--- config.mk ---
export PLATFORM = sky130hd
export DESIGN_NAME = wtsp_screen
export DESIGN_NICKNAME = d
export VERILOG_FILES = /design/src/hdl/wtsp_pkg.sv /design/src/hdl/wtsp_screen.sv
export SDC_FILE = /design/constraint.sdc
export NUM_CORES = 2
export LEC_CHECK = 0
export BUFFER_PORTS_ARGS = -buffer_cell sky130_fd_sc_hd__buf_2
export CORE_ASPECT_RATIO = 0.5
export CORE_MARGIN = 2
export CORE_UTILIZATION = 45
export DETAILED_ROUTE_END_ITERATION = 16
export HOLD_SLACK_MARGIN = 0.08
export PLACE_DENSITY_LB_ADDON = 0.1
export SYNTH_ARGS = -nofsm -noshare
export SYNTH_HDL_FRONTEND = slang
export SYNTH_SLANG_ARGS = --single-unit
--- constraint.sdc ---
create_clock -name clk -period 5.5 [get_ports clk]
set_clock_uncertainty 0.2 [all_clocks]
set_input_delay 1.1 -clock clk [delete_from_list [all_inputs] [get_ports clk]]
set_output_delay 1.1 -clock clk [all_outputs]
set_load 0.05 [all_outputs]
--- src/hdl/wtsp_pkg.sv ---
// wtsp_pkg: shared widths, register indexes, stage records and helpers
// for the world-to-screen projection pipeline. No dependencies.
package wtsp_pkg;

    localparam int FRAC_BITS = 16;
    localparam int WORD_W    = 32;
    localparam int DIV_W     = WORD_W + FRAC_BITS;
    localparam int COEF_W    = 64;
    localparam int WIN_W     = 16;
    localparam int NUM_COEF  = 6;
    localparam int IDX_W     = 3;
    localparam int PROD_W    = 64;

    // 0.1 in fixed point, rounded down
    localparam logic signed [WORD_W-1:0] THRESH =
        WORD_W'((64'd1 << FRAC_BITS) / 64'd10);

    localparam logic [IDX_W-1:0] REG_X_A = 3'd0;
    localparam logic [IDX_W-1:0] REG_X_B = 3'd1;
    localparam logic [IDX_W-1:0] REG_Y_A = 3'd2;
    localparam logic [IDX_W-1:0] REG_Y_B = 3'd3;
    localparam logic [IDX_W-1:0] REG_W_A = 3'd4;
    localparam logic [IDX_W-1:0] REG_W_B = 3'd5;
    localparam logic [IDX_W-1:0] REG_WIN_W = 3'd6;
    localparam logic [IDX_W-1:0] REG_WIN_H = 3'd7;

    typedef logic [NUM_COEF-1:0][COEF_W-1:0] coef_arr_t;

    // one divider step record: num holds the dividend bits not yet used
    // in its top and the quotient bits found so far in its bottom
    typedef struct packed {
        logic              valid;
        logic              vis;
        logic              neg_x;
        logic              neg_y;
        logic [WORD_W-1:0] den;
        logic [DIV_W-1:0]  num_x;
        logic [DIV_W-1:0]  num_y;
        logic [WORD_W-1:0] rem_x;
        logic [WORD_W-1:0] rem_y;
    } div_t;

    function automatic logic signed [WORD_W-1:0] sat32(input logic signed [PROD_W-1:0] v);
        logic signed [PROD_W-1:0] hi;
        logic signed [PROD_W-1:0] lo;
        hi = PROD_W'($signed({1'b0, {(WORD_W-1){1'b1}}}));
        lo = -hi - PROD_W'(1);
        if (v > hi)
        begin
            return {1'b0, {(WORD_W-1){1'b1}}};
        end
        else if (v < lo)
        begin
            return {1'b1, {(WORD_W-1){1'b0}}};
        end
        return v[WORD_W-1:0];
    endfunction

endpackage

--- src/hdl/wtsp_screen.sv ---
// wtsp_screen: viewport mapping: signed NDC times half window size, offset,
// saturation, output register. Depends on wtsp_pkg.
module wtsp_screen (
    input  logic                                clk,
    input  logic                                rst_n,
    input  logic                                en,
    input  wtsp_pkg::div_t                      d_in,
    input  logic [wtsp_pkg::WIN_W-1:0]          win_w,
    input  logic [wtsp_pkg::WIN_W-1:0]          win_h,
    output logic                                out_valid,
    output logic                                visible,
    output logic signed [wtsp_pkg::WORD_W-1:0]  screen_x,
    output logic signed [wtsp_pkg::WORD_W-1:0]  screen_y
);

    localparam int W  = wtsp_pkg::WORD_W;
    localparam int D  = wtsp_pkg::DIV_W;
    localparam int P  = wtsp_pkg::PROD_W;
    localparam int F  = wtsp_pkg::FRAC_BITS;
    localparam int HW = wtsp_pkg::WIN_W;

    logic signed [D:0]    ndc_x;
    logic signed [D:0]    ndc_y;
    logic signed [HW-1:0] half_w;
    logic signed [HW-1:0] half_h;
    logic signed [P-1:0]  mx_next;
    logic signed [P-1:0]  my_next;
    logic signed [P-1:0]  mx_reg;
    logic signed [P-1:0]  my_reg;
    logic                 mv_reg;
    logic                 mvis_reg;
    logic signed [W-1:0]  sx_next;
    logic signed [W-1:0]  sy_next;
    logic                 ov_reg;
    logic                 vis_reg;
    logic signed [W-1:0]  sx_reg;
    logic signed [W-1:0]  sy_reg;

    assign half_w = $signed({1'b0, win_w[HW-1:1]});
    assign half_h = $signed({1'b0, win_h[HW-1:1]});

    always_comb
    begin
        ndc_x   = d_in.neg_x ? -$signed({1'b0, d_in.num_x}) : $signed({1'b0, d_in.num_x});
        ndc_y   = d_in.neg_y ? -$signed({1'b0, d_in.num_y}) : $signed({1'b0, d_in.num_y});
        mx_next = P'(half_w) * P'(ndc_x);
        my_next = P'(half_h) * P'(ndc_y);
        sx_next = wtsp_pkg::sat32(mx_reg + (P'(half_w) <<< F));
        sy_next = wtsp_pkg::sat32((P'(half_h) <<< F) - my_reg);
    end

    always_ff @(posedge clk or negedge rst_n)
    begin
        if (!rst_n)
        begin
            mv_reg <= 1'b0;
            ov_reg <= 1'b0;
        end
        else if (en)
        begin
            mv_reg <= d_in.valid;
            ov_reg <= mv_reg;
        end
    end

    always_ff @(posedge clk)
    begin
        if (en)
        begin
            mx_reg   <= mx_next;
            my_reg   <= my_next;
            mvis_reg <= d_in.vis;
            vis_reg  <= mvis_reg;
            sx_reg   <= mvis_reg ? sx_next : '0;
            sy_reg   <= mvis_reg ? sy_next : '0;
        end
    end

    assign out_valid = ov_reg;
    assign visible   = vis_reg;
    assign screen_x  = sx_reg;
    assign screen_y  = sy_reg;

endmodule

# After elaboration in Yosys (flattened, before gate mapping)
# Cells that the tools add are included.
classes:
  n_mul: 2
  n_mux: 12
  magnitude_cmp: 4
  addsub: 4
ops:
  columns: ["operator", "count"]
  rows:
  - ["32-bit 2-to-1 mux", 6]
  - ["64-bit by 32-bit > comparator with 1-bit output (second input constant)", 2]
  - ["64-bit by 32-bit < comparator with 1-bit output (second input constant)", 2]
  - ["16-bit by 49-bit multiplier with 64-bit output", 2]
  - ["49-bit 2-to-1 mux", 2]
  - ["48-bit negation with 49-bit output", 2]
  - ["64-bit by 32-bit adder with 64-bit output", 1]
  - ["32-bit by 64-bit subtractor with 64-bit output", 1]
  - ["1-bit 2-to-1 mux", 4]
totals:
  in_bits: 231
  output_inout_bits: 66
  reg_bits: 196
  word_cells: 30

# Logic depth before layout (Yosys ltp)
depth:
  ltp_word: 5
  depth_mapped: 37
  ltp_nobuf: 35

# Least setup slack after synthesis
# Ideal clock, no wire load.
synth_timing:
  kind: "input port to flip-flop"
  start: "input port d_in[112] in the netlist's numbering"
  end: "register mx_reg[56] (data pin)"
  slack_ns: -4.300
  path_buffers: 4
  t_required_ns: 5.037
  path_stages: 35
  arrival_ns: 9.336
  setup_time_ns: 0.263
  cell_sequence: "clkbuf_1 clkbuf_1 inv_1 ha_1 nand2_1 or2_2 nand3b_1 or3_1 or4_1 o31ai_1 xnor2_1 clkbuf_1 nand2_1 fa_1 fa_1 fa_1 inv_1 fa_1 fa_1 inv_1 fa_1 inv_1 ha_1 clkbuf_1 a21o_1 a21o_1 a21oi_1 o211ai_1 a31oi_1 o211ai_1 o31ai_1 o21bai_1 o311a_1 a31oi_1 xnor2_1"
synth_between:
  elab_chain_cells: 3
synth_lines:
  columns: ["element", "line_no", "rtl"]
  rows:
  - ["from (decl)", "wtsp_screen.sv:7", "input wtsp_pkg::div_t d_in,"]
  - ["48-bit negation with 49-bit output", "wtsp_screen.sv:44", "ndc_x = d_in.neg_x ? -$signed({1'b0, d_in.num_x}) : $signed({1'b0, d_in.num_x});"]
  - ["49-bit 2-to-1 mux (*)", "wtsp_screen.sv:44", null]
  - ["16-bit by 49-bit multiplier with 64-bit output (*)", "wtsp_screen.sv:46", "mx_next = P'(half_w) * P'(ndc_x);"]
  - ["net mx_next[56]", "wtsp_screen.sv:26", "logic signed [P-1:0] mx_next;"]
  - ["to (signal assigned)", "wtsp_screen.sv:70", "mx_reg <= mx_next;"]
  - ["to (decl)", "wtsp_screen.sv:28", "logic signed [P-1:0] mx_reg;"]
# The timed path passes the listed nets; every way through them passes the cells marked *.
# A chain may end at the register's enable or synchronous reset.

# Worst setup path after layout
layout_timing:
  start: "input port d_in[122] in the netlist's numbering"
  end: "register mx_reg[56] (data pin)"
# Same word-level chain as after synthesis.

==> results.json <==
{
  "wl_per_cell_um": 19.9,
  "htree_num_levels": 4,
  "cts_tree": "done",
  "grtUsageMet2": 0.473,
  "grtUsageMet1": 0.390,
  "via_per_inst": 5.18,
  "drtAntennaViolNets": 0,
  "cp_max_fo": 4,
  "stdcell_count": 9607,
  "cts.clk_slew.worst_paths_ns": 0.10,
  "finalHoldViolCount": 0,
  "r2r_cells": 17,
  "ys_top_cells_by_area": "fa_1 (44%), edfxtp_1 (9.6%), inv_1 (8.4%), and2_1 (7.6%), ha_1 (6.6%)",
  "grt_max_degree": 82,
  "die_y_um": 264,
  "setup_slack_ns": -3.68,
  "drt_iter0_markers": 2969,
  "setup_viol": 164,
  "die_area_sq_um": 139000,
  "hold_path.class": "in -> async",
  "avgSynthCellArea_sq_um": 9.19,
  "rows": 95,
  "ys_seq_area_frac": 0.0964,
  "crit_top_cell": "fa_1",
  "maxSlewViolCount": 0,
  "synthMuxAreaShare": 0.00189,
  "synth_compound_area_frac": 0.0768,
  "regToRegStartpoint": "mx_reg[16]",
  "async_flop_share": 0.0102,
  "grt_pass1_vias": 54862,
  "syn-num-nets": 8527,
  "syn-instance-count": 6632,
  "endpoint_kind": "flip-flop",
  "use_met3": 0.0377,
  "synth_ff_type": "edfxtp_1",
  "globalplace.congestion": 0.953,
  "synthDominantCellAreaShare": 0.440,
  "cpPeakStageDelay_ns": 0.59,
  "drcViolationCount": 0,
  "worstSkewPairLatency_ns": 0.52,
  "area_growth_pct": 28.5,
  "fin_crit_sh": 1.67,
  "die_w_um": 525,
  "arrival_ns": 9.23,
  "numCtsBuffers": 17,
  "maxCapViolCount": 0,
  "yosysMostFrequentCell": "inv_1",
  "drive_above_1_share": 0.271,
  "worst_pin_slew_ns": 1.14,
  "cts_sinks": 196,
  "core_sq_um": 134000,
  "slew_headroom": 0.235,
  "fillers": 11775,
  "grt_overflow_total": 0,
  "synthTopCellsByCount": "inv_1 (1372), fa_1 (1341), nand2_1 (901)",
  "reg2reg_to": "screen_x[18]",
  "synth_adder_area_share": 0.507,
  "synth_seq_cells": 196,
  "synth_top_family_by_area": "adder cells",
  "required_ns": 5.55,
  "path_buf_inv": 7,
  "route.vias.total": 49777,
  "cp_slowest_cell": "or4_4",
  "drtPass1Iterations": 5,
  "synth_xor_xnor_area_share": 0.0424,
  "clockRootBuffer": "clkbuf_16",
  "crit_family": "adder cells",
  "fin_crit_ns": 9.18,
  "wl_um": 191000,
  "io_pins": 297,
  "status": "finished with violations",
  "numPortBuffers": 198,
  "initial_core_util": 0.454,
  "grt_pass1_wl_um": 308000,
  "synth_edf_count": 194,
  "clockBufferDepth": 2,
  "ys.warnings.count": 0,
  "crit_type": "in -> reg",
  "violations": "negative setup slack",
  "gr-usage-all-layers": 0.283,
  "synth_area_sq_um": 61000,
  "startpoint_type": "input port",
  "antenna_found_initial": 14,
  "yosysUniqueCellTypes": 82,
  "synth_area_leader_cell": "fa_1",
  "busiest_layer": "met2",
  "layout.nets": 9688,
  "post-place-cells": 9427,
  "fmax_mhz": 109,
  "yosys.area_share.simple": 0.172,
  "place_hpwl_um": 160000,
  "rsz0062_at_grt": "yes",
  "r2r_slack_ns": 0.62
}
layout by cell type, fill, tap and decap left out, types with 36 or more instances in the layout:
master,Yosys,routed
nand3_1,46,40
buf_2,2,188
o21ai_1,32,53
nand2_1,901,854
buf_4,0,1078
a21oi_2,0,51
fa_2,0,64
nand2_2,0,39
inv_1,1372,1313
and2_1,741,719
nor2_1,116,101
edfxtp_1,194,194
fa_1,1341,1277
ha_4,0,62
a21o_1,121,120
xor2_1,77,63
buf_6,5,101
buf_12,0,75
a21oi_1,162,98
inv_2,1,58
ha_1,323,256
nand2b_1,43,36
o21ai_0,113,47
xnor2_1,218,165
timing repair:
action	4_1_cts	5_1_grt
hold buffers	0	0
gates cloned	2	2
pin swaps	255	235
setup buffers	82	72
endpoints found under the setup margin	146	178
resized for setup	323	310
routing by layer:
layer | vias to the layer above | wire [um]
met1 | 25563 | 83300
met5 | - | 32
met4 | 6 | 4700
li1 | 22562 | -
met3 | 237 | 11200
met2 | 1409 | 91600
final cells by class:
cell class	count	area [sq um]	area share
diodes	7	17.5	0.000224
clock buffers	17	425	0.00543
clock inverters	15	174	0.00222
inverters	1373	5160	0.0658
multi-input cells	4758	52700	0.673
flip-flops and latches	196	5880	0.0750
well taps	1794	2240	0.0286
repair buffers	1447	11800	0.150
per-stage QoR:
step            util  area, sq um  setup WS, ns  hold WS [ns]  TNS (ns)
2_1_floorplan      -        62800         -3.96         0.275   -295.40
3_3_place_gp   0.549        73700         -4.61         0.283   -432.71
3_5_place_dp   0.549        73700         -4.69         0.305   -438.22
4_1_cts        0.570        76500         -3.62        0.0902   -310.97
5_1_grt        0.583        78300         -3.95         0.117   -339.92
6_report       0.583        78400         -3.68         0.138   -302.46
cell families (layout without fill, tap and decap cells):
kind of cell | Yosys count | in the layout
compound gates | 706 | 706
other cells | 0 | 7
simple gates | 2081 | 2081
xor+xnor | 295 | 296
fa+ha+maj | 1664 | 1664
flops | 196 | 196
buf+inv | 1679 | 2852
mux | 11 | 11
worst register-to-register path, delay by kind of cell (launching register included):
family / cells / cell delay, ns
AND/OR/NAND/NOR: 2 / 0.70
adder cells (fa/ha/maj): 2 / 0.65
flip-flops: 1 / 0.41
AO/OA/AOI/OAI: 9 / 1.94
buffers and inverters: 4 / 0.74
worst max path at each step:
stage,endpoint,cells after the start,slack (ns),startpoint
after floorplan,mx_reg[56],35,-3.96,d_in[112]
after global placement,mx_reg[61],31,-4.61,d_in[116]
after detailed placement,mx_reg[61],31,-4.69,d_in[116]
after CTS,mx_reg[56],34,-3.62,d_in[115]
after global routing,mx_reg[60],34,-3.95,d_in[122]
final,mx_reg[56],33,-3.68,d_in[122]
Power is not shown: default switching activity piles up to over one toggle a cycle in this logic, so the estimate is an artifact.
