===== config.mk =====
export PLATFORM = sky130hd
export DESIGN_NAME = wtsp_cfg
export DESIGN_NICKNAME = d
export VERILOG_FILES = /design/src/hdl/wtsp_pkg.sv /design/src/hdl/wtsp_cfg.sv
export SDC_FILE = /design/constraint.sdc
export NUM_CORES = 1
export LEC_CHECK = 0
export BUFFER_PORTS_ARGS = -buffer_cell sky130_fd_sc_hd__buf_2
export CAP_MARGIN = 10
export CELL_PAD_IN_SITES_DETAIL_PLACEMENT = 0
export CELL_PAD_IN_SITES_GLOBAL_PLACEMENT = 1
export CORE_AREA = 2 2 196 198
export DETAILED_ROUTE_END_ITERATION = 12
export DIE_AREA = 0 0 198 200
export PLACE_DENSITY_LB_ADDON = 0.1
export SLEW_MARGIN = 0
export SYNTH_ARGS = -nofsm -noshare
export SYNTH_HDL_FRONTEND = slang
export SYNTH_SLANG_ARGS = --single-unit

===== constraint.sdc =====
create_clock -name clk -period 1 [get_ports clk]
set_input_delay 0.15 -clock clk [delete_from_list [all_inputs] [get_ports clk]]
set_output_delay 0.15 -clock clk [all_outputs]
set_load 0.005 [all_outputs]

===== src/hdl/wtsp_pkg.sv =====
// wtsp_pkg: shared widths, register indexes, stage records and helpers
// for the world-to-screen projection pipeline. No dependencies.
package wtsp_pkg;

    localparam int FRAC_BITS = 16;
    localparam int WORD_W    = 32;
    localparam int DIV_W     = WORD_W + FRAC_BITS;
    localparam int COEF_W    = 64;
    localparam int WIN_W     = 16;
    localparam int NUM_COEF  = 6;
    localparam int IDX_W     = 3;
    localparam int PROD_W    = 64;

    // 0.1 in fixed point, rounded down
    localparam logic signed [WORD_W-1:0] THRESH =
        WORD_W'((64'd1 << FRAC_BITS) / 64'd10);

    localparam logic [IDX_W-1:0] REG_X_A = 3'd0;
    localparam logic [IDX_W-1:0] REG_X_B = 3'd1;
    localparam logic [IDX_W-1:0] REG_Y_A = 3'd2;
    localparam logic [IDX_W-1:0] REG_Y_B = 3'd3;
    localparam logic [IDX_W-1:0] REG_W_A = 3'd4;
    localparam logic [IDX_W-1:0] REG_W_B = 3'd5;
    localparam logic [IDX_W-1:0] REG_WIN_W = 3'd6;
    localparam logic [IDX_W-1:0] REG_WIN_H = 3'd7;

    typedef logic [NUM_COEF-1:0][COEF_W-1:0] coef_arr_t;

    // one divider step record: num holds the dividend bits not yet used
    // in its top and the quotient bits found so far in its bottom
    typedef struct packed {
        logic              valid;
        logic              vis;
        logic              neg_x;
        logic              neg_y;
        logic [WORD_W-1:0] den;
        logic [DIV_W-1:0]  num_x;
        logic [DIV_W-1:0]  num_y;
        logic [WORD_W-1:0] rem_x;
        logic [WORD_W-1:0] rem_y;
    } div_t;

    function automatic logic signed [WORD_W-1:0] sat32(input logic signed [PROD_W-1:0] v);
        logic signed [PROD_W-1:0] hi;
        logic signed [PROD_W-1:0] lo;
        hi = PROD_W'($signed({1'b0, {(WORD_W-1){1'b1}}}));
        lo = -hi - PROD_W'(1);
        if (v > hi)
        begin
            return {1'b0, {(WORD_W-1){1'b1}}};
        end
        else if (v < lo)
        begin
            return {1'b1, {(WORD_W-1){1'b0}}};
        end
        return v[WORD_W-1:0];
    endfunction

endpackage


===== src/hdl/wtsp_cfg.sv =====
// wtsp_cfg: configuration register file (matrix columns, window size).
// Depends on wtsp_pkg.
module wtsp_cfg (
    input  logic                         clk,
    input  logic                         rst_n,
    input  logic                         cfg_wr_en,
    input  logic [wtsp_pkg::IDX_W-1:0]   cfg_index,
    input  logic [wtsp_pkg::COEF_W-1:0]  cfg_data,
    output wtsp_pkg::coef_arr_t          coef,
    output logic [wtsp_pkg::WIN_W-1:0]   win_w,
    output logic [wtsp_pkg::WIN_W-1:0]   win_h
);

    wtsp_pkg::coef_arr_t             coef_reg;
    logic [wtsp_pkg::WIN_W-1:0]      win_w_reg;
    logic [wtsp_pkg::WIN_W-1:0]      win_h_reg;

    always_ff @(posedge clk or negedge rst_n)
    begin
        if (!rst_n)
        begin
            coef_reg  <= '0;
            win_w_reg <= 16'd1920;
            win_h_reg <= 16'd1080;
        end
        else if (cfg_wr_en)
        begin
            unique case (cfg_index)
                wtsp_pkg::REG_X_A: coef_reg[0] <= cfg_data;
                wtsp_pkg::REG_X_B: coef_reg[1] <= cfg_data;
                wtsp_pkg::REG_Y_A: coef_reg[2] <= cfg_data;
                wtsp_pkg::REG_Y_B: coef_reg[3] <= cfg_data;
                wtsp_pkg::REG_W_A: coef_reg[4] <= cfg_data;
                wtsp_pkg::REG_W_B: coef_reg[5] <= cfg_data;
                wtsp_pkg::REG_WIN_W: win_w_reg <= cfg_data[wtsp_pkg::WIN_W-1:0];
                wtsp_pkg::REG_WIN_H: win_h_reg <= cfg_data[wtsp_pkg::WIN_W-1:0];
                default: ;
            endcase
        end
    end

    assign coef  = coef_reg;
    assign win_w = win_w_reg;
    assign win_h = win_h_reg;

endmodule


### Word-level counts from Yosys, hierarchy flattened

Index checks and enable logic that the tools add are counted.

* eq/ne operators: 7
* reductions and logical operators: 9

Operators by type and width (count)
* 2-bit AND reduction: 8
* 3-bit == test, second input constant: 4
* 3-bit by 2-bit == test with 1-bit output, second input constant: 2
* 3-bit by 1-bit == test with 1-bit output, second input constant: 1
* 3-bit zero test: 1

* register bits after elaboration: 416
* input port bits: 70
* output and inout bits: 416

### Logic depth before layout (Yosys ltp)

Gate-level depths: netlist (run 1).

* word-level depth: 2
* mapped depth: 5

### Worst setup path after synthesis (run 1)

Ideal clock, no wire load.

* path kind: input-to-reg
* start point: in cfg_index[1] (netlist bit)
* end point: reg coef_reg (netlist bit coef[0])
* arrival time: 1.212 ns
* data required time: 0.875 ns
* path slack: -0.337 ns
* stages: 5
* path buffers: 3
* cells stage by stage: buf_2 nor4b_2 buf_4 buf_6 mux2_2

* longest elaborated chain between the ends: 2

Ends and longest elaborated chain
* from (decl): line wtsp_cfg.sv:7 `input logic [wtsp_pkg::IDX_W-1:0] cfg_index,`
* 3-bit zero test: line wtsp_cfg.sv:28 `unique case (cfg_index)`
* 2-bit AND reduction (no line)
* to (decl): line wtsp_cfg.sv:14 `wtsp_pkg::coef_arr_t coef_reg;`

No other way between the ends.
A chain may end at the register's enable or synchronous reset.

### Final worst setup path (run 1)

* start point: reg win_h_reg (netlist bit win_h[3])
* end point: out win_h[3] (netlist bit)

RTL lines
* from (decl): line wtsp_cfg.sv:16 `logic [wtsp_pkg::WIN_W-1:0] win_h_reg;`
* from (signal assigned): line wtsp_cfg.sv:36 `wtsp_pkg::REG_WIN_H: win_h_reg <= cfg_data[wtsp_pkg::WIN_W-1:0];`
* to (decl): line wtsp_cfg.sv:11 `output logic [wtsp_pkg::WIN_W-1:0] win_h`

No word-level cell between the ends.

==> reports/qor.csv, run 1 <==
stage,metric,value,unit
outcome,status,"finished, violations left",
outcome,violations,negative setup slack,
grt,grt_max_degree,66,
cts,cts-root-buf,clkbuf_16,
synth,ys_types,12,
timing,timing.final.hold_violations,0,
cts,cts-htree-levels,2,
routing,vias_per_cell,4.722,
grt,grt_pass1_wl,67990,um
die,die_area,39600,um2
synth,syn_avg_cell_area,17.63,um2
final_layout,largest_reg_flops,384,
timing,period_needed,1.356,ns
cts,cts_tree,yes,
place,postPlaceCellArea,19950,um2
worst_setup_path,crit_slowest_cell,dfstp_2,
timing,finalCritPeriodShare,1.356,
die,num_io_pins,486,
routing,drc,0,
synth,synth_top_area_frac,0.6527,
routing,wire_per_inst,20.56,um
worst_setup_path,crit_family,flip-flops,
worst_setup_path,crit_fanout,2,
grt,grt_pass1_vias,11020,
worst_setup_path,cp-start-kind,register,
die,die_h,200,um
worst_setup_path,r2r_setup_slack,-0.04,ns
worst_setup_path,critPathRequiredTime,0.85,ns
hold_path,holdCritPathClass,in2async,
timing,fmaxAchievable,737.5,MHz
timing,relSlewSlack,0.7555,
synth,yosysSeqAreaShare,0.6662,
synth,netlist_top_cells_area,"dfrtp_1, mux2_2, mux2_1",
cts,clk_pin_slew,0.06,ns
synth,yosys.area.top_type,dfrtp_1,
final_layout,area_delta_synth_final,53.20,%
die,core,37400,um2
synth,synthesis.nets,957,
worst_setup_path,crit_chain,buf_6,
grt,grt_overflow,0,
cts,insertion_delay,0.56,ns
timing,final-max-slew-violation-count,0,
timing,hold_ws,0.01890,ns
worst_setup_path,reg2reg_to,coef[106]$_DFFE_PN0P_,
cts,cts_made_buffers,45,
timing,worst_pin_slew,0.3668,ns
worst_setup_path,critPathBufInv,1,
routing,antenna_left,0,
place,numPortBuffers,485,
die,die_width,198,um
job,cap_violations,0,
synth,yosysWarningCount,0,
grt,antenna_found_initial,0,
routing,dr_total_vias,10600,
worst_setup_path,worstPathArrival,1.21,ns
worst_setup_path,rr_worst_depth,3,
worst_setup_path,end_kind,primary output,
die,row_count,71,
routing,wl,46140,um
grt,track_usage,0.2283,
final_layout,finish.net_count,1769,
timing,setup_violations,425,
synth,ys_ff_latch,416,
timing,timing.final.ws_setup,-0.3559,ns
final_layout,insertedDiodeCount,0,
timing,rsz0062_at_grt,true,
routing,drt-initial-drc-count,318,
synth,synthCells,887,
timing,skew,0,ns
synth,syn_area,15640,um2
place,place.gp.congestion,0.7781,
place,hpwl,31150,um
cts,cts.sinks,416,
die,start_util,0.4182,
power_and_ir_drop,cellPowerDensity,2229,nW/um2
power_and_ir_drop,vdd.ir_drop.worst,1442,uV
final_layout,fin_util,0.6407,
cts,cts_buffer_depth,3,
worst_setup_path,r2r-start,coef[106]$_DFFE_PN0P_,
power_and_ir_drop,p_leak,0.01189,uW
final_layout,postLayoutCellArea,23960,um2
worst_setup_path,worst-path-stages,1,
routing,dr.pass1.iters,4,
worst_setup_path,cpPeakStageDelay,0.54,ns
worst_setup_path,crit_type,reg2out,
final_layout,drive_gt1_frac,0.7201,
-- cells by family (layout without fill, tap and decap cells) --
group,Yosys count,in the layout,share of synthesized area
and+or+nand+nor,8,8,0.006239
DFF,416,416,0.6662
buffers and inverters,47,893,0.02808
muxes,416,416,0.2995
-- report_power, final --
group          total [uW]  internal [uW]  switching, uW  leakage [uW]
clock network       16300           9690           6640      0.000735
logic               14400           9360           5080       0.00617
registers           22600          20600           2020       0.00498
total               53400          39700          13700        0.0119
-- synth_stat cells --
cell,n
and4bb_1,3
buf_2,12
buf_4,4
buf_6,31
dfrtp_1,408
dfstp_2,8
mux2_1,180
mux2_2,236
nand4_2,1
nand4b_1,2
nand4b_2,1
nor4b_2,1
-- worst max-delay path by stage --
stage	start	endpoint	slack, ns
after floorplan	cfg_index[1]	coef[0]$_DFFE_PN0P_	-0.30
after global placement	cfg_index[0]	coef[293]$_DFFE_PN0P_	-0.47
after detailed placement	cfg_index[0]	coef[6]$_DFFE_PN0P_	-0.51
after CTS	win_h[10]$_DFFE_PN1P_	win_h[10]	-0.39
after global routing	win_h[3]$_DFFE_PN1P_	win_h[3]	-0.39
final	win_h[3]$_DFFE_PN1P_	win_h[3]	-0.36
-- through the flow --
stage / setup TNS, ns / std cells / power (uW) / setup slack (ns)
final: -92.22 / 2244 / 53400 / -0.3559
after global routing: -111.99 / 2244 / 56000 / -0.3922
after CTS: -107.96 / 2169 / 52620 / -0.3874
after detailed placement: -169.18 / 1900 / 33830 / -0.5101
after global placement: -162.60 / 1900 / 33630 / -0.4705
after floorplan: -84.93 / 887 / 27610 / -0.3007
-- placed cells by master, fill, tap and decap left out, types with 2 or more instances in the layout --
cell and n:
buf_2 429, dfrtp_1 408, mux2_2 218, buf_4 211, mux2_4 198, buf_6 72, dlygate4sd3_1 65, clkbuf_16 47
buf_12 34, clkbuf_8 15, clkbuf_1 10, clkinv_2 8, dfstp_2 8, and4bb_4 3, nand4b_1 2
-- area by class of cell --
| cell class | count | area (um2) |
|---|---|---|
| Fill cell | 2828 | 13440 |
| Tap cell | 511 | 639.4 |
| Clock inverter | 9 | 48.80 |
| Multi-Input combinational cell | 424 | 5545 |
| Clock buffer | 72 | 1420 |
| Sequential cell | 416 | 10420 |
| Timing Repair Buffer | 812 | 5888 |
-- metal layers --
layer	wire, um	GRT usage
met1	19500	0.2880
met2	22010	0.3709
met3	3273	0.07090
met4	1361	0.08716
met5	0	0
-- repair_timing --
item | CTS | global route
endpoints found under the setup margin | 416 | 416
hold buffers | 65 | 0
endpoints found under the hold margin | 821 | 0
gates cloned | 0 | 0
setup buffers | 123 | 75
gates resized for setup | 42 | 35
(Power assumes the default switching activity.)
==> run 2: changes to the inputs <==
==> constraint.sdc (replaced) <==
create_clock -name clk -period 1 [get_ports clk]
set_input_delay 0 -clock clk [delete_from_list [all_inputs] [get_ports clk]]
set_output_delay 0 -clock clk [all_outputs]
set_load 0.005 [all_outputs]
==> run 2 against run 1 <==
Power rose by 2.5%; die area did not move; worst hold slack better by 0.044 ns; first-iteration DRC count shrank 8.2%; maximum frequency rose by 13%; sequential power barely moved; the run still ends with negative setup slack left; non-clock buffer count increased by 4; global-route usage is essentially flat.
==> reports/qor.csv, run 2 (synthesized netlist as in run 1, its figures left out) <==
stage,metric,value,unit
final_layout,area_delta_synth_final,54.28,%
routing,drt-initial-drc-count,292,
timing,final-max-slew-violation-count,0,
routing,wire_per_inst,20.63,um
cts,cts_buffer_depth,3,
cts,cts-htree-levels,2,
timing,timing.final.ws_setup,-0.2050,ns
die,row_count,71,
worst_setup_path,rr_worst_depth,3,
grt,track_usage,0.2286,
final_layout,final_common_cell,buf_2,
timing,finalCritPeriodShare,1.205,
place,place_inst,1894,
cts,cts_made_buffers,45,
final_layout,layout_common_cells,"buf_2, dfrtp_1, mux2_2",
die,die_h,200,um
final_layout,drive_gt1_frac,0.7215,
timing,setup_violations,435,
worst_setup_path,crit_chain,buf_6,
timing,fmaxAchievable,829.9,MHz
grt,grt_pass1_vias,10970,
routing,vias_per_cell,4.743,
die,core,37400,um2
power_and_ir_drop,p_leak,0.01195,uW
power_and_ir_drop,vdd.ir_drop.worst,1565,uV
worst_setup_path,cp-start-kind,register,
worst_setup_path,critPathRequiredTime,1.00,ns
power_and_ir_drop,cellPowerDensity,2269,nW/um2
final_layout,insertedDiodeCount,0,
cts,cts-root-buf,clkbuf_16,
final_layout,fill_cells,2812,
place,hpwl,31370,um
timing,rsz0062_at_grt,true,
final_layout,finish.net_count,1773,
place,place.gp.congestion,0.7599,
grt,antenna_found_initial,0,
job,cap_violations,0,
worst_setup_path,end_kind,primary output,
timing,worst_pin_slew,0.5297,ns
place,numPortBuffers,485,
die,num_io_pins,486,
routing,dr.pass1.iters,4,
routing,drc,0,
grt,grt_max_degree,60,
final_layout,largest_reg_flops,384,
worst_setup_path,r2r_setup_slack,-0.04,ns
timing,skew,0,ns
timing,relSlewSlack,0.6457,
routing,antenna_left,0,
worst_setup_path,crit_fanout,2,
worst_setup_path,cpPeakStageDelay,0.53,ns
cts,clk_pin_slew,0.06,ns
worst_setup_path,worstPathArrival,1.21,ns
grt,grt_overflow,0,
worst_setup_path,reg2reg_to,coef[168]$_DFFE_PN0P_,
cts,cts.sinks,416,
worst_setup_path,r2r-start,coef[168]$_DFFE_PN0P_,
die,start_util,0.4182,
routing,wl,46250,um
worst_setup_path,critPathBufInv,1,
die,die_width,198,um
power_and_ir_drop,totalPowerFinal,54740,uW
routing,dr_total_vias,10630,
cts,insertion_delay,0.56,ns
die,die_area,39600,um2
grt,grt_pass1_wl,68080,um
worst_setup_path,crit_slowest_cell,dfstp_2,
timing,period_needed,1.205,ns
worst_setup_path,crit_family,flip-flops,
worst_setup_path,crit_type,reg2out,
hold_path,holdCritPathClass,in2async,
outcome,status,"finished, violations left",
timing,timing.final.hold_violations,0,
final_layout,final_cells,2242,
cts,cts_tree,yes,
outcome,violations,negative setup slack,
==> run 2: changes by cell type in the layout (fill, tap and decap cells not counted) <==
cell	before	now
clkbuf_8	15	10
dlygate4sd3_1	65	66
buf_4	211	209
clkinv_2	8	5
buf_12	34	36
buf_2	429	423
mux2_4	198	193
mux2_2	218	223
clkbuf_1	10	6
bufinv_16	0	6
buf_6	72	81
==> run 2: layout make-up <==
class	instances	area, um2	share of cell area
Sequential cell	416	10420	0.4318
Clock inverter	12	214.0	0.008867
Multi-Input combinational cell	424	5527	0.2290
Clock buffer	63	1336	0.05538
Tap cell	511	639.4	0.02650
Timing Repair Buffer	816	5995	0.2484
==> run 2: stage by stage <==
step	hold slack (ns)	setup WS (ns)	cell area [um2]	utilization	setup TNS, ns
2_1_floorplan	-0.2956	-0.1507	16480	-	-30.30
3_3_place_gp	-0.1532	-0.3064	19900	0.5320	-98.96
3_5_place_dp	-0.1500	-0.3445	19900	0.5320	-107.50
4_1_cts	0.04095	-0.2429	23380	0.6252	-46.36
5_1_grt	0.07701	-0.2365	24130	0.6452	-49.03
6_report	0.06308	-0.2050	24130	0.6452	-30.67
==> run 2: worst max path at each step <==
| stage | slack (ns) | from | end | cells after the start |
|---|---|---|---|---|
| global placement | -0.31 | cfg_index[0] | coef[130]$_DFFE_PN0P_ | 4 |
| global route | -0.24 | win_h[3]$_DFFE_PN1P_ | win_h[3] | 1 |
| CTS | -0.24 | win_w[10]$_DFFE_PN1P_ | win_w[10] | 1 |
| detailed placement | -0.34 | cfg_index[0] | coef[57]$_DFFE_PN0P_ | 5 |
| floorplan | -0.15 | cfg_index[1] | coef[0]$_DFFE_PN0P_ | 5 |
| finish | -0.21 | win_w[10]$_DFFE_PN1P_ | win_w[10] | 1 |
==> run 2: repair_timing <==
item	4_1_cts	5_1_grt
setup endpoints to repair	416	424
hold endpoints to repair	832	8
setup buffers	132	75
resized for setup	54	40
hold buffers	66	1
==> run 2: where the power goes <==
| part | switching [uW] | internal, uW |
|---|---|---|
| Clock | 6690 | 10800 |
| Sequential | 2020 | 20600 |
| Combinational | 5140 | 9490 |
| Total | 13800 | 40900 |
==> run 2: per-layer routing <==
metal / GRT usage / share of wire / up-vias
met4: 0.1003 / 0.038 / 0
met1: 0.2921 / 0.42 / 5457
li1: - / - / 4765
met3: 0.06166 / 0.066 / 84
met5: 0 / 0 / -
met2: 0.3684 / 0.48 / 328
