--- src/hdl/wtsp_pkg.sv ---
// wtsp_pkg: shared widths, register indexes, stage records and helpers
// for the world-to-screen projection pipeline. No dependencies.
package wtsp_pkg;

    localparam int FRAC_BITS = 16;
    localparam int WORD_W    = 32;
    localparam int DIV_W     = WORD_W + FRAC_BITS;
    localparam int COEF_W    = 64;
    localparam int WIN_W     = 16;
    localparam int NUM_COEF  = 6;
    localparam int IDX_W     = 3;
    localparam int PROD_W    = 64;

    // 0.1 in fixed point, rounded down
    localparam logic signed [WORD_W-1:0] THRESH =
        WORD_W'((64'd1 << FRAC_BITS) / 64'd10);

    localparam logic [IDX_W-1:0] REG_X_A = 3'd0;
    localparam logic [IDX_W-1:0] REG_X_B = 3'd1;
    localparam logic [IDX_W-1:0] REG_Y_A = 3'd2;
    localparam logic [IDX_W-1:0] REG_Y_B = 3'd3;
    localparam logic [IDX_W-1:0] REG_W_A = 3'd4;
    localparam logic [IDX_W-1:0] REG_W_B = 3'd5;
    localparam logic [IDX_W-1:0] REG_WIN_W = 3'd6;
    localparam logic [IDX_W-1:0] REG_WIN_H = 3'd7;

    typedef logic [NUM_COEF-1:0][COEF_W-1:0] coef_arr_t;

    // one divider step record: num holds the dividend bits not yet used
    // in its top and the quotient bits found so far in its bottom
    typedef struct packed {
        logic              valid;
        logic              vis;
        logic              neg_x;
        logic              neg_y;
        logic [WORD_W-1:0] den;
        logic [DIV_W-1:0]  num_x;
        logic [DIV_W-1:0]  num_y;
        logic [WORD_W-1:0] rem_x;
        logic [WORD_W-1:0] rem_y;
    } div_t;

    function automatic logic signed [WORD_W-1:0] sat32(input logic signed [PROD_W-1:0] v);
        logic signed [PROD_W-1:0] hi;
        logic signed [PROD_W-1:0] lo;
        hi = PROD_W'($signed({1'b0, {(WORD_W-1){1'b1}}}));
        lo = -hi - PROD_W'(1);
        if (v > hi)
        begin
            return {1'b0, {(WORD_W-1){1'b1}}};
        end
        else if (v < lo)
        begin
            return {1'b1, {(WORD_W-1){1'b0}}};
        end
        return v[WORD_W-1:0];
    endfunction

endpackage

--- src/hdl/wtsp_div_stage.sv ---
// wtsp_div_stage: one restoring-division step for both lanes, registered.
// Depends on wtsp_pkg.
module wtsp_div_stage (
    input  logic           clk,
    input  logic           rst_n,
    input  logic           en,
    input  wtsp_pkg::div_t d_in,
    output wtsp_pkg::div_t d_out
);

    localparam int W = wtsp_pkg::WORD_W;
    localparam int D = wtsp_pkg::DIV_W;

    wtsp_pkg::div_t d_next;
    wtsp_pkg::div_t d_reg;
    logic [W-1:0]   trial_x;
    logic [W-1:0]   trial_y;
    logic           q_x;
    logic           q_y;

    always_comb
    begin
        // remainder stays below the divisor, so its top bit is free
        trial_x = {d_in.rem_x[W-2:0], d_in.num_x[D-1]};
        trial_y = {d_in.rem_y[W-2:0], d_in.num_y[D-1]};
        q_x     = (trial_x >= d_in.den);
        q_y     = (trial_y >= d_in.den);
        d_next       = d_in;
        d_next.rem_x = q_x ? trial_x - d_in.den : trial_x;
        d_next.rem_y = q_y ? trial_y - d_in.den : trial_y;
        d_next.num_x = {d_in.num_x[D-2:0], q_x};
        d_next.num_y = {d_in.num_y[D-2:0], q_y};
    end

    always_ff @(posedge clk or negedge rst_n)
    begin
        if (!rst_n)
        begin
            d_reg <= '0;
        end
        else if (en)
        begin
            d_reg <= d_next;
        end
    end

    assign d_out = d_reg;

endmodule

--- config.mk ---
export PLATFORM = sky130hd
export DESIGN_NAME = wtsp_div_stage
export DESIGN_NICKNAME = d
export VERILOG_FILES = /design/src/hdl/wtsp_pkg.sv /design/src/hdl/wtsp_div_stage.sv
export SDC_FILE = /design/constraint.sdc
export NUM_CORES = 1
export LEC_CHECK = 0
export BUFFER_PORTS_ARGS = -buffer_cell sky130_fd_sc_hd__buf_2
export CAP_MARGIN = 20
export CELL_PAD_IN_SITES_DETAIL_PLACEMENT = 0
export CELL_PAD_IN_SITES_GLOBAL_PLACEMENT = 2
export CORE_ASPECT_RATIO = 1.1
export CORE_MARGIN = 2
export CORE_UTILIZATION = 31
export CTS_BUF_LIST = sky130_fd_sc_hd__clkbuf_4
export CTS_CLUSTER_SIZE = 30
export DETAILED_ROUTE_END_ITERATION = 10
export PLACE_DENSITY = 0.87
export SETUP_SLACK_MARGIN = 0.4
export SLEW_MARGIN = 20
export SYNTH_ARGS = -nofsm -noshare
export SYNTH_HDL_FRONTEND = slang
export SYNTH_SLANG_ARGS = --single-unit
--- constraint.sdc ---
create_clock -name clk -period 1 [get_ports clk]
set_clock_uncertainty 0.2 [all_clocks]
set_input_delay 0.2 -clock clk [delete_from_list [all_inputs] [get_ports clk]]
set_output_delay 0.2 -clock clk [all_outputs]
set_load 0.02 [all_outputs]
Word level (Yosys, flattened, before mapping)
Cells that the tools add are included.

storage, ports and cells
  flip-flop bits (word level) = 196
  input bits = 199

cells by class
  $add $sub $neg = 2
  order comparisons = 2
  mux-type cells = 2

operators with widths
  kind              number
  $ge A32 B32 Y1    2
  $mux W32          2
  $sub A32 B32 Y32  2

Depth between registers and ports, before layout
Gate-level depths: netlist (run 1).

  depth in word-level cells = 2
  depth in mapped cells = 13
  mapped depth without buffers = 12

Least setup slack after synthesis (run 1)
Ideal clock, no wire load.

  path type = input-to-reg
  start point = in d_in[111] (netlist name)
  end point = reg d_reg (netlist bit d_out[23])
  library setup time = 137 ps
  data arrival time = 2259 ps
  path slack = -1597 ps
  stages on the path = 13
  path buffers = 2
  path through = inv_1 ha_1 fa_1 nor2b_1 o31a_1 o21ai_1 o21ai_2 o211ai_1 a41oi_2 buf_6 buf_8 mux2i_1 a21oi_1

between the ends
  word-level cells in the longest chain between the ends = 2

RTL lines
  item                                                       RTL line                                    RTL
  start: declaration                                         wtsp_div_stage.sv:7                         input wtsp_pkg::div_t d_in,
  $sub A32 B32 Y32 / $ge A32 B32 Y1 (equally long branches)  wtsp_div_stage.sv:30, wtsp_div_stage.sv:27
  $mux W32 (*)                                               wtsp_div_stage.sv:30                        d_next.rem_y = q_y ? trial_y - d_in.den : trial_y;
  end signal: assignment                                     wtsp_div_stage.sv:43                        d_reg <= d_next;
  end: declaration                                           wtsp_div_stage.sv:15                        wtsp_pkg::div_t d_reg;

Every way passes the cells marked *; elsewhere a longest branch is shown, timed or not.
A chain may end at the register's enable or synchronous reset.

Worst setup path in the final report (run 1)
  start point = in d_in[160] (netlist name)
  end point = reg d_reg (netlist bit d_out[22])

Same word-level chain as after synthesis.

==> metrics, run 1 <==
RSZ-0062 raised after global routing=yes; die height=205 µm; drt drc=0; Syn Nets=1396; Hold Slack=-431 ps; htree depth=4; Detailed Route Iter0 Violations=531; WP buf/inv=4; Final Hold Fails=199; Post-Layout Cell Count=2329; worst-path fanout max=3; Starting Density=0.315; first-pass GRT wire length=64500 µm; Max rail drop VDD=0.785 mV; die area=38300 µm²; post-synthesis register bit count=196; Final Instance Area=20400 µm²; clock sink count=196; Max Cap Violations=0; critical path class=in -> reg; Worst path max stage delay=350 ps; Final min period=2150 ps; CTS clk-pin slew, worst paths=170 ps; leakage=0.00937 µW; Setup crit end kind=flip-flop; CP Data Arrival Time=2490 ps; final worst setup slack=-1150 ps; library cells used by synthesis=63; EDFF count, synth=0; die width=187 µm; Avg Cell Area, Syn=10.1 µm²; row count=73; CTS tree=yes; P per Cell Area=1330 nW/µm²; Final GP Congestion=0.881; overflow left after global routing=0; I/O Buffers=392; core area=36200 µm²; nets=2091; sequential area share after synthesis=0.430; FFs w/ async S/R, synth=1.00; routed wire length=43000 µm; Synth Warn #=0; Area Overhead vs Synth=79.2%; Gate Count Post-Synth=1131; initial antenna violation count=5; Final setup viols=373; Slew @ Worst Pin=606 ps; Setup crit start kind=input pin; CTS root buf=clkbuf_4; largest net degree at the start of global routing=56; hpwl dp=31300 µm; vias in the first global route=11700; Num CTS Buffers=17; wire per inst=18.4 µm; Slew HR=0.595; Max Clock Freq=465 MHz; Pre-antenna DRT Iters=5; synthesized area=11400 µm²; cell mode on critical path=buf_4; max FFs per register=196; Final Cycle Share=2.15; Via Count=11300; Vias/cell=4.85; status=finished, violations left; GRT Util Overall=0.215; violated checks=negative hold slack, negative setup slack; max-slew violations=0; remaining antenna violation count=0; share of cells above drive strength 1=0.701; Slowest-stage cell, CP=fa_2; worst-path cell chain=buf_12 -> ha_4 -> fa_2 -> nor2b_2 -> o31a_1 -> o21ai_2 -> buf_4 -> o21a_1 -> o21a_1 -> o21ai_1 -> buf_4 -> buf_4 -> xnor2_1 -> mux2i_2 -> a21oi_1; Ports=395; DP Cell Count=2194; Crit path max-delay family=compound AO/OA/AOI/OAI gates; Max Buffers Root-to-Sink=2; worst skew pair latency=630 ps; commonest non-fill, non-tap cell in the layout=buf_4; Hold Crit Class=in -> reg; critical path required time=1340 ps; most frequent cells in the layout=278 x buf_4, 257 x buf_6, 185 x dfrtp_2, 169 x buf_2, 87 x nor2_1; Most used DFF post-synth=dfrtp_1; Post-DP Area=16800 µm²
[logic make-up (layout without fill, tap and decap cells)]
| family | count (synthesis) | in the layout | synth area share |
|---|---|---|---|
| AOI/OAI and AO/OA | 286 | 286 | 0.155 |
| xor gates and xnor gates | 49 | 49 | 0.0377 |
| adders and majority gates | 66 | 66 | 0.0738 |
| buffers and inverters | 115 | 822 | 0.0412 |
| DFF | 196 | 196 | 0.430 |
| muxes | 166 | 166 | 0.160 |
| other | 0 | 4 | 0 |
| and+or+nand+nor | 253 | 253 | 0.102 |
[path summary, 6_finish.rpt]
check | cells after the start | slack, ps | endpoint | from
setup / recovery | 15 | -1150 | d_out[22]$_DFFE_PN0P_ | d_in[160]
hold / removal | 2 | -430 | d_out[70]$_DFFE_PN0P_ | d_in[69]
setup reg to reg | 3 | -230 | d_out[148]$_DFFE_PN0P_ | d_out[148]$_DFFE_PN0P_
hold reg to reg | 2 | 340 | d_out[30]$_DFFE_PN0P_ | d_out[30]$_DFFE_PN0P_
max in group asynchronous | 3 | -60 | d_out[27]$_DFFE_PN0P_ | rst_n
min in group asynchronous | 2 | -120 | d_out[156]$_DFFE_PN0P_ | rst_n
[cell usage after synthesis, types with 8 or more instances]
cell type | number | share of area
xor2_1 | 20 | 0.015
a21o_1 | 21 | 0.014
nor2_1 | 104 | 0.034
and3_1 | 12 | 0.0066
o21bai_1 | 11 | 0.0072
a21oi_1 | 124 | 0.054
buf_2 | 11 | 0.0048
inv_1 | 50 | 0.016
nand3_1 | 17 | 0.0075
o21ai_0 | 32 | 0.014
o21a_1 | 14 | 0.0092
clkbuf_1 | 49 | 0.016
nor3_1 | 11 | 0.0048
mux2_2 | 133 | 0.13
xnor2_1 | 29 | 0.022
mux2i_1 | 33 | 0.029
nor2b_1 | 9 | 0.0049
ha_1 | 64 | 0.070
o21ai_1 | 19 | 0.0083
dfrtp_1 | 196 | 0.43
o211ai_1 | 10 | 0.0066
nand2_1 | 57 | 0.019
nand4_1 | 16 | 0.0088
a31oi_1 | 8 | 0.0044
[layer usage]
metal,global-route usage,vias up,share of wire
met5,0,-,0.00023
li1,-,5428,-
met1,0.275,5546,0.44
met4,0.0581,2,0.018
met2,0.370,278,0.50
met3,0.0430,41,0.043
[power breakdown]
part	total, µW	switching (µW)	internal, µW	leakage, µW
Clock	4660	3070	1590	0.000153
Sequential	9910	826	9080	0.00209
Combinational	12600	5790	6790	0.00713
Total	27100	9680	17500	0.00937
[cell type report]
class | count | area [µm²]
Clock inverter | 12 | 153
Inverter | 51 | 299
Multi-Input combinational cell | 820 | 7520
Fill cell | 3181 | 15800
Antenna cell | 4 | 10.0
Tap cell | 487 | 609
Sequential cell | 196 | 5140
Clock buffer | 19 | 143
Timing Repair Buffer | 740 | 6550
[metrics by stage]
| stage | power (µW) | setup TNS (ps) | util | worst slack, ps |
|---|---|---|---|---|
| 2_1_floorplan | 15300 | -126470 | - | -1530 |
| 3_3_place_gp | 19000 | -160380 | 0.464 | -2040 |
| 3_5_place_dp | 19100 | -166350 | 0.464 | -2130 |
| 4_1_cts | 26500 | -201830 | 0.541 | -1060 |
| 5_1_grt | 28600 | -218920 | 0.564 | -1190 |
| 6_report | 27100 | -193510 | 0.565 | -1150 |
[timing repair]
item / CTS / global route
resized for setup: 578 / 117
endpoints found under the setup margin: 392 / 588
endpoints found under the hold margin: 392 / 392
pin swaps: 80 / 67
buffers inserted: 59 / 30
gates cloned: 4 / 6
hold buffers: 1 / 1
(Power assumes the default switching activity.)
==> run 2: changes to the inputs <==
Settings changed: ABC_AREA from default to 1, CORE_UTILIZATION 31 to 28, PLACE_DENSITY 0.87 to 0.88.
==> run 2 against run 1 <==
Against the previous run:
- the run still ends with negative hold slack, negative setup slack left
- first-iteration DRC count up 33%
- non-clock buffer count increased by 194
- hold slack worse by 310 ps
- global-route usage is 1.3 points higher
- core utilization down 4.0 points
- register-to-register slack better by 150 ps
- die area is 29% higher
- via count up 42%
- critical path type unchanged
- largest power group unchanged
- highest routed layer is now met4
==> metrics, run 2 <==
status=finished, violations left; final worst setup slack=-921 ps; worst-path cell chain=buf_2 -> dlygate4sd3_1 -> ha_1 -> nand2_1 -> nor2_2 -> nand2_2 -> nor2_4 -> nand2_4 -> buf_8 -> buf_6 -> buf_12 -> nand3b_1 -> nand3_1 -> nand2_1; Synth Warn #=0; Area Overhead vs Synth=86.1%; Final GP Congestion=0.857; Slew @ Worst Pin=849 ps; Setup crit start kind=input pin; die width=213 µm; Clock Power Share=0.164; Max Clock Freq=521 MHz; cell taking the most area after synthesis=dfrtp_1; die height=233 µm; Ports=395; FILL cells=4426; die area=49600 µm²; htree depth=4; Post-DP Area=18500 µm²; Num CTS Buffers=17; largest net degree at the start of global routing=68; vias in the first global route=16100; Detailed Route Iter0 Violations=706; P per Cell Area=1130 nW/µm²; routed wire length=58200 µm; P_int=16900 µW; Pre-antenna DRT Iters=4; CTS tree=yes; multi-input combinational cell area=9150 µm²; combinational share of power=0.493; most frequent cells in the layout=886 x nand2_1, 337 x buf_4, 253 x inv_1, 244 x buf_6, 183 x buf_2; commonest non-fill, non-tap cell in the layout=nand2_1; Slowest-stage cell, CP=dlygate4sd3_1; Seq pwr share=0.344; EDFF count, synth=0; violated checks=negative hold slack, negative setup slack; Worst path max stage delay=600 ps; wire per inst=15.9 µm; Final Cycle Share=1.92; max-slew violations=0; leakage=0.0132 µW; Hold Slack=-740 ps; Sw Ratio=0.399; hpwl dp=42500 µm; critical path class=in -> reg; top cells by count, synth=1067 x nand2_1, 294 x inv_1, 196 x dfrtp_1; max FFs per register=196; drt drc=0; Register Area=5030 µm²; library cells used by synthesis=32; Syn Nets=2354; Vias/cell=4.39; remaining antenna violation count=0; Crit path max-delay family=buffers and inverters; worst skew pair latency=750 ps; sequential area share after synthesis=0.366; CP Data Arrival Time=2420 ps; Max Buffers Root-to-Sink=2; Hold Crit Class=in -> async; I/O Buffers=392; post-synthesis register bit count=196; row count=84; CTS clk-pin slew, worst paths=190 ps; CTS root buf=clkbuf_4; synthesized area=13400 µm²; Gate Count Post-Synth=2089; Slew HR=0.432; sw power=11200 µW; overflow left after global routing=0; Final setup viols=331; Max Cap Violations=0; Final Instance Area=24900 µm²; Final min period=1920 ps; Most used DFF post-synth=dfrtp_1; synth top area cells=dfrtp_1 37%, nand2_1 30%, inv_1 8.2%; DP Cell Count=3346; worst-path fanout max=5; nets=3254; Avg Cell Area, Syn=6.41 µm²; RSZ-0062 raised after global routing=yes; GRT Util Overall=0.228; initial antenna violation count=2; WP buf/inv=5; FFs w/ async S/R, synth=1.00; share of cells above drive strength 1=0.455; Post-Layout Cell Count=3651; Setup crit end kind=flip-flop; critical path required time=1500 ps; cell mode on critical path=nand2_1; most common cell in the netlist=nand2_1; area fraction of the dominant cell type after synthesis=0.366; first-pass GRT wire length=85800 µm; Max rail drop VDD=0.649 mV; core area=47500 µm²; Via Count=16000; Final Hold Fails=258; clock sink count=196; Starting Density=0.282
## run 2: metal layers
layer | wire length [µm] | vias to the layer above | track usage
met3 | 2490 | 84 | 0.0424
met4 | 1870 | 0 | 0.0844
met1 | 24200 | 7443 | 0.268
li1 | - | 8140 | -
met2 | 29600 | 358 | 0.409
met5 | 0 | - | 0
## run 2: layout make-up
cell class | instances | share of cell area
Clock inverter | 15 | 0.00738
Tap cell | 645 | 0.0324
Multi-Input combinational cell | 1541 | 0.367
Inverter | 299 | 0.0488
Timing Repair Buffer | 934 | 0.337
Clock buffer | 17 | 0.00512
Sequential cell | 196 | 0.202
Antenna cell | 4 | 0.000402
## run 2: cell families (layout without fill, tap and decap cells)
family	count (synthesis)	count (layout)	synth area share
xor gates and xnor gates	30	30	0.0196
and+or+nand+nor	1369	1371	0.419
AOI/OAI and AO/OA	74	74	0.0290
buffers and inverters	354	1265	0.103
other	0	4	0
adders and majority gates	66	66	0.0628
DFF	196	196	0.366
## run 2: power groups by stage
| stage | clock (µW) | sequential [µW] | combinational, µW |
|---|---|---|---|
| floorplan | 0 | 10700 | 4050 |
| global placement | 0 | 9570 | 9510 |
| detailed placement | 0 | 9590 | 9560 |
| CTS | 4920 | 9670 | 12700 |
| global route | 5190 | 9800 | 15000 |
| finish | 4610 | 9690 | 13900 |
## run 2: timing repair
| action | in CTS | in global routing |
|---|---|---|
| gates cloned | 11 | 1 |
| hold buffers | 131 | 10 |
| setup endpoints to repair | 392 | 525 |
| resized for setup | 644 | 305 |
| pin swaps | 98 | 189 |
| setup buffers | 75 | 59 |
| endpoints found under the hold margin | 392 | 328 |
## run 2: worst paths after layout
kind,startpoint,to,slack (ps),cells past startpoint
max in group asynchronous,rst_n,d_out[73]$_DFFE_PN0P_,-100,4
worst min-delay path,rst_n,d_out[159]$_DFFE_PN0P_,-740,2
worst max register to register,d_out[174]$_DFFE_PN0P_,d_out[174]$_DFFE_PN0P_,-80,4
min in group clk,d_in[160],d_out[160]$_DFFE_PN0P_,-530,3
worst min register to register,d_out[16]$_DFFE_PN0P_,d_out[16]$_DFFE_PN0P_,310,2
worst max-delay path,d_in[59],d_out[41]$_DFFE_PN0P_,-920,14
## run 2: through the flow
stage | total power, µW | utilization | TNS (ps) | worst slack, ps | hold slack [ps]
3_3_place_gp | 19100 | 0.389 | -125700 | -1500 | -3.28
5_1_grt | 30000 | 0.524 | -218270 | -911 | -816
6_report | 28200 | 0.525 | -193720 | -921 | -740
3_5_place_dp | 19200 | 0.389 | -128460 | -1500 | -5.43
2_1_floorplan | 14800 | - | -82100 | -1040 | -296
4_1_cts | 27300 | 0.491 | -226930 | -907 | -842
==> run 3: changes to the inputs <==
Settings changed: RECOVER_POWER from default to 25.
==> run 3 against run 2 <==
Against the previous run:
- the flow still finishes with violations (negative hold slack, negative setup slack)
- sequential share of layout area is essentially flat
- non-clock buffer count unchanged
- die area is the same
- total power hardly changed
- routed wire length about the same
- final area about the same
- hold slack improved by 210 ps
- count of clock-buffer cells in the layout unchanged
- fmax is essentially flat
- critical path depth did not move
- first-iteration DRC count increased by 0.42%
- largest power group unchanged
==> metrics, run 3 (synthesis gave the netlist of run 2 again) <==
FILL cells=4429; Final GP Congestion=0.857; Starting Density=0.282; CTS tree=yes; remaining antenna violation count=0; Final Cycle Share=1.92; Hold Slack=-528 ps; worst r2r src=d_out[174]$_DFFE_PN0P_; CTS root buf=clkbuf_4; Slew @ Worst Pin=856 ps; Final Hold Fails=258; GRT Util Overall=0.228; cell mode on critical path=nand2_1; Setup crit start kind=input pin; CP Data Arrival Time=2420 ps; Crit path max-delay family=buffers and inverters; R2R cell count=4; status=finished, violations left; WP buf/inv=5; core area=47500 µm²; CTS clk-pin slew, worst paths=190 ps; leakage=0.0132 µW; Slowest-stage cell, CP=dlygate4sd3_1; commonest non-fill, non-tap cell in the layout=nand2_1; Setup crit end kind=flip-flop; P per Cell Area=1130 nW/µm²; die area=49600 µm²; Max rail drop VDD=0.650 mV; Worst Hold Depth=3; routed wire length=58200 µm; vias in the first global route=16100; Max Clock Freq=520 MHz; nets=3254; Hold Crit Class=in -> reg; final worst setup slack=-922 ps; Area Overhead vs Synth=85.9%; Total Power=28200 µW; htree depth=4; Max Cap Violations=0; critical path required time=1500 ps; R2R setup slack=-80 ps; hpwl dp=42500 µm; Num CTS Buffers=17; Slew HR=0.429; most frequent cells in the layout=886 x nand2_1, 337 x buf_4, 253 x inv_1, 244 x buf_6, 183 x buf_2; Max Buffers Root-to-Sink=2; worst-path fanout max=5; die width=213 µm; violated checks=negative hold slack, negative setup slack; Vias/cell=4.39; Pre-antenna DRT Iters=4; first-pass GRT wire length=85800 µm; critical path class=in -> reg; Worst path max stage delay=600 ps; worst-path cell chain=buf_2 -> dlygate4sd3_1 -> ha_1 -> nand2_1 -> nor2_2 -> nand2_2 -> nor2_4 -> nand2_4 -> buf_8 -> buf_6 -> buf_12 -> nand3b_1 -> nand3_1 -> nand2_1; clock sink count=196; Final setup viols=339; share of cells above drive strength 1=0.455; drt drc=0; Ports=395; overflow left after global routing=0; CP Launch Point=d_in[59]; initial antenna violation count=2; die height=233 µm; worst min-delay path startpoint=d_in[160]; reg2reg end=d_out[174]$_DFFE_PN0P_; max-slew violations=0; max FFs per register=196; Via Count=16000; I/O Buffers=392; worst skew pair latency=750 ps; Detailed Route Iter0 Violations=709; Final min period=1920 ps; Final TNS setup=-208760 ps; largest net degree at the start of global routing=68; row count=84; RSZ-0062 raised after global routing=yes; DP Worst Slack=-1500 ps; wire per inst=15.9 µm; Worst Hold End=d_out[160]$_DFFE_PN0P_
==> run 3: changes by cell type in the layout (fill, tap and decap cells not counted), sizes merged <==
| cell | delta |
|---|---|
| buf | -1 |
| clkbuf | +1 |
==> run 3: cell type report <==
class | instances | area (µm²) | area share
multi-input cells | 1541 | 9150 | 0.367
repair buffers | 934 | 8380 | 0.337
flip-flops and latches | 196 | 5030 | 0.202
inverters | 299 | 1210 | 0.0488
well taps | 645 | 807 | 0.0324
clock inverters | 15 | 184 | 0.00739
clock buffers | 17 | 128 | 0.00513
diodes | 4 | 10.0 | 0.000402
==> run 3: per-layer routing <==
layer	GRT usage	part of all wire
met1	0.268	0.42
met5	0	0
met3	0.0424	0.043
met2	0.409	0.51
met4	0.0844	0.032
==> run 3: timing repair <==
item	CTS	global route
pin swaps	98	189
buffers inserted	75	59
endpoints found under the hold margin	392	328
resized for setup	644	305
hold buffers	131	10
gates cloned	11	1
setup endpoints to repair	392	525
==> run 3: worst register-to-register path, delay by kind of cell, from the launching register on <==
family | cells | cell delay (ps)
compound gates | 1 | 60
flops | 1 | 470
simple gates | 1 | 50
buf+inv | 2 | 220
==> run 3: worst max-delay path by stage <==
stage	endpoint	cells past startpoint
floorplan	d_out[45]$_DFFE_PN0P_	16
finish	d_out[41]$_DFFE_PN0P_	14
CTS	d_out[119]	1
detailed placement	d_out[26]$_DFFE_PN0P_	15
global route	d_out[49]$_DFFE_PN0P_	14
global placement	d_out[26]$_DFFE_PN0P_	15
==> run 3: where the power goes <==
| part | internal (µW) | switching (µW) |
|---|---|---|
| clock | 1170 | 3430 |
| combinational | 6820 | 7050 |
| sequential | 8930 | 759 |
| total | 16900 | 11200 |
==> run 3: through the flow <==
step           instance area, µm²  hold slack [ps]   util  cells
2_1_floorplan               13800             -296      -   2089
3_3_place_gp                18500            -3.28  0.389   3346
3_5_place_dp                18500            -5.43  0.389   3346
4_1_cts                     23300             -842  0.491   3595
5_1_grt                     24900             -594  0.524   3648
6_report                    24900             -528  0.524   3651
